File: src/rtl/frame_time_fusion_assert.svh
// assertion macros for the frame time fusion block
// expects clk and rst_n in the scope of each use; compiled out under SYNTHESIS
`ifndef FRAME_TIME_FUSION_ASSERT_SVH
`define FRAME_TIME_FUSION_ASSERT_SVH
`ifndef SYNTHESIS
`define FTF_ASSERT_IMP(lbl, ante, cons) \
  lbl: assert property (@(posedge clk) disable iff (!rst_n) (ante) |-> (cons)) \
    else $error("frame_time_fusion assertion failed");
`define FTF_ASSERT_NXT(lbl, ante, cons) \
  lbl: assert property (@(posedge clk) disable iff (!rst_n) (ante) |=> (cons)) \
    else $error("frame_time_fusion assertion failed");
`else
`define FTF_ASSERT_IMP(lbl, ante, cons)
`define FTF_ASSERT_NXT(lbl, ante, cons)
`endif
`endif

File: src/rtl/ftf_pkg.sv
// shared types, constants and microcode rom of the frame time fusion block
// no dependencies
package ftf_pkg;

  localparam int TW     = 32;
  localparam int KW     = 16;
  localparam int PW     = 64;
  localparam int ACCW   = 97;
  localparam int DENW   = 65;
  localparam int CFG_AW = 4;
  localparam int UPCW   = 5;
  localparam int CNTW   = 5;

  localparam logic [KW-1:0] KEEP_RST  = 16'd64881;
  localparam logic [KW-1:0] MAXDEV_RST = 16'd13107;
  localparam logic [TW-1:0] LIMIT_RST = 32'd284360;
  localparam logic [TW-1:0] NOISE_RST = 32'd33554432;
  localparam logic [TW-1:0] KEEP_ONE  = 32'h0001_0000;
  localparam logic [ACCW-1:0] ROUND_HALF = 97'd32768;
  localparam logic [CNTW-1:0] DIV_LAST = CNTW'(TW - 1);

  typedef enum logic [1:0] {
    REG_AVG_KEEP  = 2'd0,
    REG_MAX_DEV   = 2'd1,
    REG_GPU_LIMIT = 2'd2,
    REG_NOISE     = 2'd3
  } reg_idx_t;

  typedef logic [UPCW-1:0] upc_t;

  typedef enum logic [3:0] {
    MUL_NONE, MUL_KEEP_AC, MUL_REST_C, MUL_KEEP_AG, MUL_REST_G, MUL_DEV,
    MUL_SQ, MUL_C_DGL, MUL_C_DGH, MUL_G_DCL, MUL_G_DCH
  } mul_op_t;

  typedef enum logic [2:0] {
    ACC_HOLD, ACC_RND, ACC_ADD_LO, ACC_ADD_HI, ACC_LOAD
  } acc_op_t;

  typedef enum logic [1:0] {
    D_HOLD, D_GAP, D_CPREV, D_GPREV
  } dsel_t;

  typedef enum logic [3:0] {
    WR_NONE, WR_AVGC, WR_AVGG, WR_FUSE, WR_DC, WR_DG, WR_DEN,
    WR_RES_FUSE, WR_RES_CPU
  } wr_t;

  typedef enum logic [1:0] {
    DIV_NONE, DIV_INIT, DIV_STEP
  } div_op_t;

  typedef enum logic [2:0] {
    JC_NEXT, JC_JUMP, JC_WAIT_IN, JC_SKIP, JC_LOOP, JC_OUT
  } jc_t;

  typedef struct packed {
    jc_t     jc;
    upc_t    target;
    mul_op_t mul;
    acc_op_t acc;
    dsel_t   dsel;
    wr_t     wr;
    div_op_t div;
  } ctl_t;

  typedef struct packed {
    ctl_t cw;
    logic go;
  } uop_t;

  typedef struct packed {
    logic in_valid;
    logic fuse;
    logic out_busy;
  } stat_t;

  typedef struct packed {
    logic [KW-1:0] keep;
    logic [KW-1:0] max_dev;
    logic [TW-1:0] gpu_limit;
    logic [TW-1:0] noise;
  } cfg_t;

  localparam upc_t UPC_WAIT = 5'd0;
  localparam upc_t UPC_LOOP = 5'd18;
  localparam upc_t UPC_CPU  = 5'd20;

  function automatic ctl_t mk(jc_t jc, upc_t tgt, mul_op_t m, acc_op_t a, dsel_t d,
                              wr_t w, div_op_t v);
    ctl_t c;
    c = '{jc: jc, target: tgt, mul: m, acc: a, dsel: d, wr: w, div: v};
    return c;
  endfunction

  function automatic ctl_t ucode(upc_t pc);
    ctl_t c;
    unique case (pc)
      5'd0:  c = mk(JC_WAIT_IN, UPC_WAIT, MUL_NONE, ACC_HOLD, D_HOLD, WR_NONE, DIV_NONE);
      5'd1:  c = mk(JC_NEXT, UPC_WAIT, MUL_KEEP_AC, ACC_HOLD, D_HOLD, WR_NONE, DIV_NONE);
      5'd2:  c = mk(JC_NEXT, UPC_WAIT, MUL_REST_C, ACC_RND, D_HOLD, WR_NONE, DIV_NONE);
      5'd3:  c = mk(JC_NEXT, UPC_WAIT, MUL_KEEP_AG, ACC_ADD_LO, D_HOLD, WR_NONE, DIV_NONE);
      5'd4:  c = mk(JC_NEXT, UPC_WAIT, MUL_REST_G, ACC_RND, D_HOLD, WR_AVGC, DIV_NONE);
      5'd5:  c = mk(JC_NEXT, UPC_WAIT, MUL_NONE, ACC_ADD_LO, D_HOLD, WR_NONE, DIV_NONE);
      5'd6:  c = mk(JC_NEXT, UPC_WAIT, MUL_NONE, ACC_HOLD, D_HOLD, WR_AVGG, DIV_NONE);
      5'd7:  c = mk(JC_NEXT, UPC_WAIT, MUL_DEV, ACC_HOLD, D_GAP, WR_NONE, DIV_NONE);
      5'd8:  c = mk(JC_NEXT, UPC_WAIT, MUL_NONE, ACC_HOLD, D_CPREV, WR_FUSE, DIV_NONE);
      5'd9:  c = mk(JC_SKIP, UPC_CPU, MUL_SQ, ACC_HOLD, D_GPREV, WR_NONE, DIV_NONE);
      5'd10: c = mk(JC_NEXT, UPC_WAIT, MUL_SQ, ACC_HOLD, D_HOLD, WR_DC, DIV_NONE);
      5'd11: c = mk(JC_NEXT, UPC_WAIT, MUL_NONE, ACC_HOLD, D_HOLD, WR_DG, DIV_NONE);
      5'd12: c = mk(JC_NEXT, UPC_WAIT, MUL_C_DGL, ACC_HOLD, D_HOLD, WR_DEN, DIV_NONE);
      5'd13: c = mk(JC_NEXT, UPC_WAIT, MUL_C_DGH, ACC_LOAD, D_HOLD, WR_NONE, DIV_NONE);
      5'd14: c = mk(JC_NEXT, UPC_WAIT, MUL_G_DCL, ACC_ADD_HI, D_HOLD, WR_NONE, DIV_NONE);
      5'd15: c = mk(JC_NEXT, UPC_WAIT, MUL_G_DCH, ACC_ADD_LO, D_HOLD, WR_NONE, DIV_NONE);
      5'd16: c = mk(JC_NEXT, UPC_WAIT, MUL_NONE, ACC_ADD_HI, D_HOLD, WR_NONE, DIV_NONE);
      5'd17: c = mk(JC_NEXT, UPC_WAIT, MUL_NONE, ACC_HOLD, D_HOLD, WR_NONE, DIV_INIT);
      5'd18: c = mk(JC_LOOP, UPC_LOOP, MUL_NONE, ACC_HOLD, D_HOLD, WR_NONE, DIV_STEP);
      5'd19: c = mk(JC_OUT, UPC_WAIT, MUL_NONE, ACC_HOLD, D_HOLD, WR_RES_FUSE, DIV_NONE);
      5'd20: c = mk(JC_OUT, UPC_WAIT, MUL_NONE, ACC_HOLD, D_HOLD, WR_RES_CPU, DIV_NONE);
      default: c = mk(JC_JUMP, UPC_WAIT, MUL_NONE, ACC_HOLD, D_HOLD, WR_NONE, DIV_NONE);
    endcase
    return c;
  endfunction

endpackage

File: src/rtl/ftf_seq.sv
// microcode sequencer: step counter, loop counter and control rom lookup
// depends on ftf_pkg
module ftf_seq (
  input  logic           clk,
  input  logic           rst_n,
  input  ftf_pkg::stat_t stat,
  output ftf_pkg::uop_t  uop
);
  import ftf_pkg::*;

  upc_t            pc_r, pc_nxt;
  logic [CNTW-1:0] cnt_r, cnt_nxt;
  ctl_t            cw;
  logic            go;

  assign cw = ucode(pc_r);

  always_comb begin
    go      = 1'b1;
    pc_nxt  = pc_r + 5'd1;
    cnt_nxt = cnt_r;
    if (cw.div == DIV_INIT) begin
      cnt_nxt = DIV_LAST;
    end
    unique case (cw.jc)
      JC_NEXT: begin
        pc_nxt = pc_r + 5'd1;
      end
      JC_JUMP: begin
        pc_nxt = cw.target;
      end
      JC_WAIT_IN: begin
        go     = stat.in_valid;
        pc_nxt = stat.in_valid ? pc_r + 5'd1 : pc_r;
      end
      JC_SKIP: begin
        pc_nxt = stat.fuse ? pc_r + 5'd1 : cw.target;
      end
      JC_LOOP: begin
        if (cnt_r != '0) begin
          pc_nxt  = cw.target;
          cnt_nxt = cnt_r - 5'd1;
        end
      end
      JC_OUT: begin
        go     = !stat.out_busy;
        pc_nxt = stat.out_busy ? pc_r : cw.target;
      end
      default: begin
        pc_nxt = UPC_WAIT;
      end
    endcase
  end

  always_ff @(posedge clk) begin
    if (!rst_n) begin
      pc_r  <= UPC_WAIT;
      cnt_r <= '0;
    end else begin
      pc_r  <= pc_nxt;
      cnt_r <= cnt_nxt;
    end
  end

  assign uop = '{cw: cw, go: go};

endmodule

File: config.mk
export PLATFORM = sky130hd
export DESIGN_NAME = ftf_seq
export DESIGN_NICKNAME = d
export VERILOG_FILES = /design/src/rtl/frame_time_fusion_assert.svh /design/src/rtl/ftf_pkg.sv /design/src/rtl/ftf_seq.sv
export SDC_FILE = /design/constraint.sdc
export NUM_CORES = 1
export LEC_CHECK = 0
export ABC_AREA = 1
export BUFFER_PORTS_ARGS = -buffer_cell sky130_fd_sc_hd__buf_4
export CORE_MARGIN = 3
export CORE_UTILIZATION = 55
export CTS_CLUSTER_DIAMETER = 30
export DETAILED_ROUTE_END_ITERATION = 8
export PLACE_DENSITY = 0.87
export SYNTH_ARGS = -nofsm -noshare
export SYNTH_HDL_FRONTEND = slang
export SYNTH_SLANG_ARGS = --single-unit
File: constraint.sdc
create_clock -name clk -period 2.85 [get_ports clk]
set_clock_uncertainty 0.2 [all_clocks]
set_input_delay 0 -clock clk [delete_from_list [all_inputs] [get_ports clk]]
set_output_delay 0 -clock clk [all_outputs]
set_load 0.05 [all_outputs]
# Yosys cells after proc, flatten, opt, wreduce, memory -nomap -nowiden

Memories as Yosys holds them, arrays and structs flattened. A register that Yosys moved wholly into a read port is not among the register bits.
Index checks and enable logic that the tools add are counted.

Memory bits (read-only): 672
Memories kept: 1
Logic and storage cells: 28
Register bits: 10
Input port bits: 5
Output and inout port bits: 24

Reductions and logical operators: 4
Equality and inequality tests: 8
Mux-type cells: 11
Add/subtract/negate cells: 2

Memory list:

| memory           | depth | width | read ports | clocked after Yosys merged registers in | wr ports | line          | source |
|---|---|---|---|---|---|---|---|
| (name not given) | 32    | 21    | 1          | 1                                       | 0        | ftf_pkg.sv:98 | `unique case (pc)` |

Operators by type and width:

| cell                | number |
|---|---|
| $mux 5              | 9 |
| $pmux 5 s6          | 1 |
| $eq 3x2->1 const B  | 2 |
| $eq 3x3->1 const B  | 2 |
| $add 5x1->5 const B | 1 |
| $reduce_bool 5->1   | 1 |
| $sub 5x1->5 const B | 1 |
| $ne 2x2->1 const B  | 2 |
| $eq 3x1->1 const B  | 1 |
| $logic_not 3->1     | 1 |
| $eq 2x1->1 const B  | 1 |
| $pmux 1 s2          | 1 |
| $reduce_and 2->1    | 1 |
| $logic_not 1->1     | 1 |

# Depth between registers and ports, before layout

Gate-level depths: netlist of run 1.

Depth after elaboration: 5
Gate-level depth with buffers: 17
Gate-level depth less buffers: 17

# Least setup slack after synthesis of run 1

OpenSTA, ideal clock, no wires.

Path kind: reg-to-reg
Start point: register, netlist name cw[20]
End point: register, netlist name cw[12]
Cell stages (with the launch flop): 16
Library setup time: 0.066 ns
Setup slack: 0.278 ns
Path buffers: 0
Arrival time: 2.306 ns
Clock period less this slack: 2.572 ns
Required time: 2.584 ns
Cells stage by stage: dfxtp_1 nor2_1 nand2_2 nand2_4 nor2_8 nand2_1 nand2_1 o21ai_2 nor2_2 inv_1 ha_1 inv_1 nand3_1 nand2_1 nand2_1 a21oi_2

Word-level cells in the longest chain between the ends: 5
Elaborated cells between the ends (all ways): 12
Classes of those cells: 7 x eq/ne; 3 x mux; 2 x reduce/logical

Ends and longest elaborated chain:

| what                                     | line          | source |
|---|---|---|
| $eq 3x2->1 or $eq 3x3->1 (tied branches) | ftf_seq.sv:25 | `unique case (cw.jc)` |
| $ne 2x2->1 (no line)                     | --            |  |
| $reduce_and 2->1 (no line)               | --            |  |
| $mux 5 (no line) (*) (2 in a row)        | --            |  |

Every way passes the cells marked *; elsewhere a longest branch is shown, timed or not.
A chain may end at the register's enable or synchronous reset.

# Worst setup path after layout of run 1

Start point: register cnt_r[0]
End point: register, netlist name cw[12]

Word-level cells in the longest chain between the ends: 5

Ends and longest elaborated chain:

| what                          | line          | source |
|---|---|---|
| start: declaration            | ftf_seq.sv:12 | `logic [CNTW-1:0] cnt_r, cnt_nxt;` |
| start signal: assignment      | ftf_seq.sv:61 | `cnt_r <= cnt_nxt;` |
| $reduce_bool 5->1             | ftf_seq.sv:40 | `if (cnt_r != '0) begin` |
| $mux 5                        | ftf_seq.sv:40 |  |
| $pmux 5 s6                    | ftf_seq.sv:25 |  |
| $mux 5 (no line) (2 in a row) | --            |  |

No other way between the ends.

==> flow_metrics.tcl, run 1 <==
set metrics [dict create \
    total_power_mw 1.084 \
    power.static_leakage_nw 1.011 \
    dp_worst_setup_slack_ns 0.3229 \
    finalWirelength_mm 3.433 \
    io_buffer_count 26 \
    drcViolationCount 0 \
    final_hold_viol_count 0 \
    switching_share_pct 37.86 \
    setup_repair_after_global_routing_missed_its_margin "no" \
    compound_gate_fraction_of_synth_area_pct 6.502 \
    synth-seq-area-share_pct 35.87 \
    detailed_place_hpwl_mm 2.651 \
    final_period_minus_worst_setup_slack_ns 2.542 \
    die_height_um 61.17 \
    max-clock-path-buffers 2 \
    layout.cells.non_filler 271 \
    synthesis.yosys.warnings 0 \
    finalHoldWorstSlack_ns 0.01758 \
    timing.critical_path.required_ns 2.92 \
    synth.mux.area_fraction_pct 0 \
    cts_tree "done" \
    die-area_um2 3742 \
    placed_instance_area_um2 1852 \
    layout_commonest_cell "sky130_fd_sc_hd__nand2_1" \
    area.growth.synth_to_final_pct 14.80 \
    numCtsBuffers 5 \
    grtUsageTotal_pct 20.57 \
    dp_cells 262 \
    run_status "finished clean" \
    multiInputGateArea_um2 897.1 \
    fillCellCount 245 \
    ff_latch_area_um2 600.6 \
    synth_xor_area_share_pct 2.616 \
    cp_max_fo 6 \
    global_route.overflow_total 0 \
    worst_slack_ns 0.3075 \
    portion_of_total_power_attributed_to_the_clock_network_pct 23.9 \
    max_clock_freq_mhz 393.3 \
    drtPass1Iterations 5 \
    critPathKind "register to register" \
    async_reset_ff_share_pct 0 \
    fin_setup_tns_ns 0 \
    design.core.area_um2 2829 \
    intPower_mw 0.6734 \
    floorplan.rows 19 \
    floorplan.die.width_um 61.17 \
    clkLatencyLatePin_ns 0.33 \
    synth_adder_area_share_pct 7.474 \
    post_synthesis_instance_area_um2 1674 \
    sequentialPowerShare_pct 42.9 \
    irDropWorstVdd_mv 0.4708 \
    setup_violations 0 \
    post_drt_via_cell_ratio 5.351 \
    critPathCaptureType "register" \
    post-route-util_pct 67.93 \
    route.detailed.wl_per_inst_um 12.67 \
    drtAntennaViolNets 0 \
    max-cap-violations 0 \
    design.final.nets 254 \
    io-pin-count 29 \
    min_delay_path_class "input pin to register" \
    post_synth_and_or_nand_nor_area_fraction_pct 36.55 \
    cts_htree_levels 2 \
    floorplan.initialDensity_pct 59.18 \
    cts_post_setup_buffers_inserted 0 \
    power_density_nw_per_um2 563.8 \
    slew_violations 0 \
    synth_seq_cells 30 \
    final_period_util_pct 89.21 \
    design_area_um2 1922 \
    grt_max_degree 13 \
    power.switching_mw 0.4102 \
    synthesis.area_per_instance_um2 7.934 \
    comb_power_share_pct 33.2 \
    yosys_most_used_dff "sky130_fd_sc_hd__dfxtp_1" \
    worstPathArrival_ns 2.61 \
    cts_sinks 30 \
    antennaDiodeCount 0 \
    cts.clk_slew.worst_paths_ns 0.09 \
    dr.first_iter.drc_count 77 \
    yosys.cell_types.count 32 \
    clk_root_buffer_cell "sky130_fd_sc_hd__clkbuf_4" \
    grt_pass1_wl_mm 5.520 \
    post_synth_inst_count 211 \
    synth_top_family_by_area "simple AND/OR/NAND/NOR gates" \
    number_of_global_route_vias_before_repair 1281 \
    count_of_vias_placed_by_the_detailed_router 1450 \
    gp_routability_congestion 0.9147 \
    timing.critical_path.from_type "register" \
    mostFrequentLayoutCells "sky130_fd_sc_hd__nand2_1 (45), sky130_fd_sc_hd__dfxtp_1 (30), sky130_fd_sc_hd__inv_1 (29)" \
    synth_edf_count 0 \
    drive_above_1_share_pct 25.42 \
    antenna_found_initial 0 \
]
==> critical path: stages (launching register included) <==
cell	delay, ns
sky130_fd_sc_hd__dfxtp_1	0.31
sky130_fd_sc_hd__inv_1	0.11
sky130_fd_sc_hd__ha_1	0.18
sky130_fd_sc_hd__nand2_1	0.05
sky130_fd_sc_hd__nor2_1	0.09
sky130_fd_sc_hd__nand2_1	0.05
sky130_fd_sc_hd__nand2_1	0.17
sky130_fd_sc_hd__nand2_1	0.08
sky130_fd_sc_hd__nand2_1	0.07
sky130_fd_sc_hd__o21ai_2	0.07
sky130_fd_sc_hd__nor2_2	0.22
sky130_fd_sc_hd__inv_1	0.14
sky130_fd_sc_hd__ha_1	0.33
sky130_fd_sc_hd__inv_1	0.09
sky130_fd_sc_hd__nand3_1	0.08
sky130_fd_sc_hd__nand2_1	0.08
sky130_fd_sc_hd__nand2_1	0.06
sky130_fd_sc_hd__a21oi_2	0.10
==> cells by family after synthesis <==
group,count (synthesis)
flops,30
compound gates,17
xor+xnor,5
other cells,1
simple gates,111
buf+inv,37
fa+ha+maj,10
==> path summary, 6_finish.rpt <==
check | from | to | slack, ns | depth (start not counted)
worst max-delay path | cnt_r[0] | cw[12] | 0.31 | 17
worst min-delay path | stat[2] | pc_r[0] | 0.02 | 6
worst max register to register | cnt_r[0] | cw[12] | 0.31 | 17
worst min register to register | cnt_r[0] | cnt_r[0] | 0.34 | 2
==> power by group through the flow <==
stage               clock network (mW)  registers (mW)  logic [mW]
floorplan                            0           0.544       0.216
global placement                     0           0.473       0.354
detailed placement                   0           0.475       0.360
CTS                              0.269           0.465       0.361
global route                     0.290           0.468       0.391
finish                           0.259           0.465       0.360
==> repair_timing <==
action / 4_1_cts / 5_1_grt
endpoints found under the hold margin: 22 / 0
hold buffers: 1 / 0
gates resized for setup: 0 / 0
==> synthesized netlist by cell type (3+ instances only) <==
cell type                  n  area (µm²)
sky130_fd_sc_hd__nor2_4    3       33.78
sky130_fd_sc_hd__inv_1    29       108.9
sky130_fd_sc_hd__o21ai_0   5       25.02
sky130_fd_sc_hd__nor2_1   13       48.80
sky130_fd_sc_hd__nand3_1  25       125.1
sky130_fd_sc_hd__nor2_2    3       18.77
sky130_fd_sc_hd__nand2_2   5       31.28
sky130_fd_sc_hd__a21oi_1   4       20.02
sky130_fd_sc_hd__ha_1     10       125.1
sky130_fd_sc_hd__nand2_1  45       168.9
sky130_fd_sc_hd__dfxtp_1  30       600.6
sky130_fd_sc_hd__xor2_1    3       26.28
sky130_fd_sc_hd__nand3_2   6       60.06
sky130_fd_sc_hd__buf_4     5       37.54
==> cell type report <==
class | count | area share (%)
Inverter | 30 | 6.250
Timing Repair Buffer | 27 | 10.68
Multi-Input combinational cell | 145 | 46.68
Tap cell | 31 | 2.018
Clock buffer | 7 | 2.865
Clock inverter | 1 | 0.2604
Sequential cell | 30 | 31.25
==> flip-flops by register name, summed over array words and instances (netlist names) <==
signal,cells
pc_r,5
cw,20
cnt_r,5
==> routing by layer <==
layer / vias up / GRT usage, % / wire length [µm]
met3: 8 / 7.547 / 223
met4: 0 / 10.53 / 80
li1: 723 / - / -
met2: 50 / 32.78 / 1645
met1: 669 / 24.20 / 1485
met5: - / 0 / 0
Note: power is estimated with default switching activity, not from simulation.
==> run 2, diff against run 1 <==
Settings changed: CORE_ASPECT_RATIO from default to 2.
==> flow_metrics.tcl, run 2 (same netlist as run 1, synthesis figures left out) <==
set metrics [dict create \
    floorplan.rows 27 \
    met3RoutedLength_um 149 \
    cts_sinks 30 \
    portion_of_total_power_attributed_to_the_clock_network_pct 29.8 \
    floorplan.initialDensity_pct 58.99 \
    grtUsageTotal_pct 23.10 \
    cts.clk_slew.worst_paths_ns 0.06 \
    met2RoutedLength_mm 2.324 \
    placed_instance_area_um2 1849 \
    die-area_um2 3782 \
    io_buffer_count 26 \
    clkLatencyLatePin_ns 0.28 \
    antenna_found_initial 0 \
    drive_above_1_share_pct 25.83 \
    dp_worst_setup_slack_ns 0.2902 \
    power.static_leakage_nw 1.022 \
    final_hold_viol_count 0 \
    max-clock-path-buffers 2 \
    irDropWorstVdd_mv 0.3303 \
    cts_tree "done" \
    post_drt_via_cell_ratio 5.539 \
    route.detailed.wl_per_inst_um 14.98 \
    intPower_mw 0.7496 \
    antennaDiodeCount 0 \
    critPathCaptureType "register" \
    count_of_vias_placed_by_the_detailed_router 1490 \
    slew_violations 0 \
    max_clock_freq_mhz 379.2 \
    detailed_place_hpwl_mm 3.091 \
    run_status "finished clean" \
    io-pin-count 29 \
    clk_root_buffer_cell "sky130_fd_sc_hd__clkbuf_8" \
    finalWirelength_mm 4.030 \
    max_reg_flops 20 \
    timing.critical_path.required_ns 2.86 \
    die_height_um 84.02 \
    area.growth.synth_to_final_pct 16.74 \
    design.core.area_um2 2838 \
    grt_max_degree 13 \
    dr.first_iter.drc_count 53 \
    power_density_nw_per_um2 611.5 \
    drcViolationCount 0 \
    gp_routability_congestion 0.9800 \
    timing.reg2reg.setup_slack_ns 0.21 \
    topRoutingLayerUsed "met4" \
    grt_pass1_wl_mm 6.444 \
    cp_max_fo 6 \
    final_period_minus_worst_setup_slack_ns 2.637 \
    sequentialPowerShare_pct 38.9 \
    mostFrequentLayoutCells "sky130_fd_sc_hd__nand2_1 (45), sky130_fd_sc_hd__dfxtp_1 (30), sky130_fd_sc_hd__inv_1 (29)" \
    switching_share_pct 37.28 \
    worst_slack_ns 0.2127 \
    final_period_util_pct 92.54 \
    cts_post_setup_buffers_inserted 0 \
    timing.critical_path.from_type "register" \
    comb_power_share_pct 31.4 \
    setup_violations 0 \
    power.switching_mw 0.4455 \
    layout_commonest_cell "sky130_fd_sc_hd__nand2_1" \
    drtAntennaViolNets 0 \
    min_delay_path_class "input pin to register" \
    number_of_global_route_vias_before_repair 1440 \
    fin_setup_tns_ns 0 \
    global_route.overflow_total 0 \
    design_area_um2 1954 \
    max-cap-violations 0 \
    worstPathArrival_ns 2.65 \
    floorplan.die.width_um 45.01 \
    numCtsBuffers 5 \
    setup_repair_after_global_routing_missed_its_margin "no" \
    drtPass1Iterations 7 \
    met1_routed_wirelength_after_detailed_routing_mm 1.333 \
    cts_htree_levels 2 \
    design.final.nets 254 \
    critPathKind "register to register" \
]
==> run 2: power groups by stage <==
| stage | combinational (mW) | sequential (mW) | clock [mW] |
|---|---|---|---|
| after global routing | 0.402 | 0.468 | 0.374 |
| after CTS | 0.372 | 0.465 | 0.357 |
| after detailed placement | 0.370 | 0.474 | 0 |
| after global placement | 0.364 | 0.472 | 0 |
| after floorplan | 0.216 | 0.544 | 0 |
| final | 0.375 | 0.465 | 0.356 |
==> run 2: repair_timing <==
| item | 4_1_cts | 5_1_grt |
|---|---|---|
| endpoints found under the hold margin | 6 | 0 |
| gates resized for setup | 0 | 0 |
| hold buffers | 1 | 0 |
==> run 2: path summary, 6_finish.rpt <==
check	endpoint	startpoint	cells past startpoint
hold / removal	pc_r[0]	stat[2]	6
setup reg to reg	cw[12]	cnt_r[0]	17
setup / recovery	cw[12]	cnt_r[0]	17
hold reg to reg	cnt_r[0]	cnt_r[0]	2
==> run 2: final cells by class <==
type | instances | area (µm²)
Inverter | 30 | 120.1
Multi-Input combinational cell | 145 | 897.1
Sequential cell | 30 | 600.6
Tap cell | 29 | 36.28
Clock buffer | 6 | 82.58
Timing Repair Buffer | 27 | 205.2
Fill cell | 241 | 883.3
Clock inverter | 2 | 12.51
==> run 2: layer usage <==
layer	global-route usage, %	up-vias
li1	-	719
met1	20.32	688
met2	44.19	61
met3	2.808	22
met4	13.87	0
met5	0	-
==> run 2: through the flow <==
stage	util (%)	std cells	hold WS (ns)	power (mW)
finish	68.87	269	0.09298	1.195
detailed placement	65.17	260	0.1799	0.8436
global route	68.87	269	0.1103	1.244
global placement	65.17	260	0.1655	0.8367
floorplan	-	212	0.1356	0.7601
CTS	68.87	269	0.09094	1.194
==> run 2: critical path, cell delays in order (launching register included) <==
cell and delay (ns):
sky130_fd_sc_hd__dfxtp_1 0.31, sky130_fd_sc_hd__inv_1 0.12, sky130_fd_sc_hd__ha_1 0.18, sky130_fd_sc_hd__nand2_1 0.06
sky130_fd_sc_hd__nor2_1 0.10, sky130_fd_sc_hd__nand2_1 0.07, sky130_fd_sc_hd__nand2_1 0.17, sky130_fd_sc_hd__nand2_1 0.08
sky130_fd_sc_hd__nand2_1 0.07, sky130_fd_sc_hd__o21ai_2 0.07, sky130_fd_sc_hd__nor2_2 0.22, sky130_fd_sc_hd__inv_1 0.14
sky130_fd_sc_hd__ha_1 0.33, sky130_fd_sc_hd__inv_1 0.11, sky130_fd_sc_hd__nand3_1 0.09, sky130_fd_sc_hd__nand2_1 0.08
sky130_fd_sc_hd__nand2_1 0.06, sky130_fd_sc_hd__a21oi_2 0.11
==> run 3, diff against run 2 <==
Settings changed: SKIP_LAST_GASP from default to 1.
Clock period 2.85 ns to 2.64 ns, I/O delays scaled along.
==> flow_metrics.tcl, run 3 (same netlist as run 1, synthesis figures left out) <==
set metrics [dict create \
    timing.critical_path.from_type "register" \
    grt_pass1_wl_mm 6.768 \
    die-area_um2 3782 \
    setup_repair_after_global_routing_missed_its_margin "no" \
    run_status "finished clean" \
    cts_htree_levels 2 \
    io-pin-count 29 \
    fillCellCount 219 \
    number_of_global_route_vias_before_repair 1438 \
    max_reg_flops 20 \
    path_common_cell "sky130_fd_sc_hd__nand2_1" \
    floorplan.rows 27 \
    layout_commonest_cell "sky130_fd_sc_hd__nand2_1" \
    worstPathArrival_ns 2.39 \
    multiInputGateArea_um2 899.6 \
    switching_share_pct 32.39 \
    clkLatencyLatePin_ns 0.28 \
    global_route.overflow_total 0 \
    area.growth.synth_to_final_pct 20.18 \
    crit_path_max_incr_delay_ns 0.32 \
    design.final.nets 255 \
    drcViolationCount 0 \
    slew_violations 0 \
    cp_max_fo 5 \
    irDropWorstVdd_mv 0.6193 \
    timing.critical_path.required_ns 2.66 \
    gp_routability_congestion 0.9725 \
    timing.critical_path.cells "inv_1 > ha_1 > nand2_1 > nor2_1 > nand2_1 > nand2_2 > nand2_1 > nand2_1 > o21ai_2 > nor2_2 > inv_1 > ha_1 > inv_1 > nand3_1 > nand2_1 > nand2_1 > a21oi_2" \
    finalWirelength_mm 4.075 \
    critPathKind "register to register" \
    sequentialPowerShare_pct 33.8 \
    drtPass1Iterations 5 \
    detailed_place_hpwl_mm 3.032 \
    design_area_um2 2012 \
    max-clock-path-buffers 2 \
    antennaDiodeCount 0 \
    drtAntennaViolNets 0 \
    min_delay_path_class "input pin to register" \
    final_hold_viol_count 0 \
    crit_path_top_delay_cell "sky130_fd_sc_hd__ha_1" \
    comb_power_share_pct 27.7 \
    clk_root_buffer_cell "sky130_fd_sc_hd__clkbuf_8" \
    cts.clk_slew.worst_paths_ns 0.06 \
    power.switching_mw 0.4822 \
    io_buffer_count 26 \
    power.static_leakage_nw 1.052 \
    antenna_found_initial 0 \
    design.core.area_um2 2838 \
    placed_instance_area_um2 1857 \
    drive_above_1_share_pct 26.56 \
    max_clock_freq_mhz 421.0 \
    route.detailed.wl_per_inst_um 15.09 \
    total_power_mw 1.489 \
    ff_latch_area_um2 600.6 \
    dr.first_iter.drc_count 46 \
    floorplan.die.width_um 45.01 \
    path_depth_of_the_worst_reg2reg_path 17 \
    die_height_um 84.02 \
    setup_violations 0 \
    floorplan.initialDensity_pct 58.99 \
    post_drt_via_cell_ratio 5.481 \
    worstHoldPathCells 6 \
    mostFrequentLayoutCells "sky130_fd_sc_hd__nand2_1 (44), sky130_fd_sc_hd__dfxtp_1 (30), sky130_fd_sc_hd__inv_1 (29)" \
    count_of_vias_placed_by_the_detailed_router 1480 \
    max-cap-violations 0 \
    cts_tree "done" \
    intPower_mw 1.007 \
    post-route-util_pct 70.90 \
    portion_of_total_power_attributed_to_the_clock_network_pct 38.5 \
    critPathCaptureType "register" \
    grtUsageTotal_pct 24.58 \
    numCtsBuffers 5 \
    finalHoldWorstSlack_ns 0.1074 \
    cts_sinks 30 \
    final_period_minus_worst_setup_slack_ns 2.376 \
    power_density_nw_per_um2 739.9 \
    grt_max_degree 13 \
    final_period_util_pct 89.98 \
    fin_setup_tns_ns 0 \
]
## run 3: cell count changes in the layout (fill, tap and decap cells not counted)
cell,change
sky130_fd_sc_hd__nand2_1,-1
sky130_fd_sc_hd__clkinvlp_4,-1
sky130_fd_sc_hd__bufinv_16,+2
sky130_fd_sc_hd__buf_4,+1
sky130_fd_sc_hd__clkinv_2,-1
sky130_fd_sc_hd__nand2_2,+1
## run 3: area by class of cell
| class | instances | area share [%] |
|---|---|---|
| sequential | 30 | 29.85 |
| multi-input combinational | 145 | 44.71 |
| tap | 29 | 1.803 |
| inverter | 30 | 5.970 |
| clock inverter | 2 | 2.985 |
| clock buffer | 6 | 4.104 |
| timing repair buffer | 28 | 10.57 |
## run 3: path summary, 6_finish.rpt
kind | slack [ns] | endpoint | start
hold reg to reg | 0.34 | cnt_r[0] | cnt_r[0]
setup reg to reg | 0.26 | cw[12] | cnt_r[0]
hold / removal | 0.11 | pc_r[0] | stat[2]
setup / recovery | 0.26 | cw[12] | cnt_r[0]
## run 3: repair_timing
action,in CTS,in global routing
hold buffers,1,0
resized for setup,0,1
setup buffers,0,0
setup endpoints to repair,0,2
hold endpoints to repair,6,0
## run 3: routing by layer
layer	global-route usage, %	part of all wire (%)
met1	22.82	32
met3	3.456	4.7
met5	0	0
met2	45.22	57
met4	15.47	6.0
## run 3: metrics by stage
stage          instances  setup WS (ns)
5_1_grt              270       0.004460
6_report             270         0.2644
3_3_place_gp         261         0.3094
3_5_place_dp         261         0.2741
4_1_cts              270         0.2264
2_1_floorplan        212        0.06784
## run 3: worst max-delay path, delay by kind of cell, from the launching register on
kind                       cells  cell delay, ns
DFF                            1            0.30
adders and majority gates      2            0.50
AOI/OAI and AO/OA              2            0.18
and+or+nand+nor               10            0.81
buffers and inverters          3            0.31
## run 3: power groups by stage
stage                     clock network [mW]  registers (mW)  logic (mW)
final                                  0.573           0.503       0.412
after global routing                   0.596           0.506       0.448
after CTS                              0.578           0.503       0.411
after detailed placement                   0           0.513       0.403
after global placement                     0           0.511       0.396
after floorplan                            0           0.587       0.234
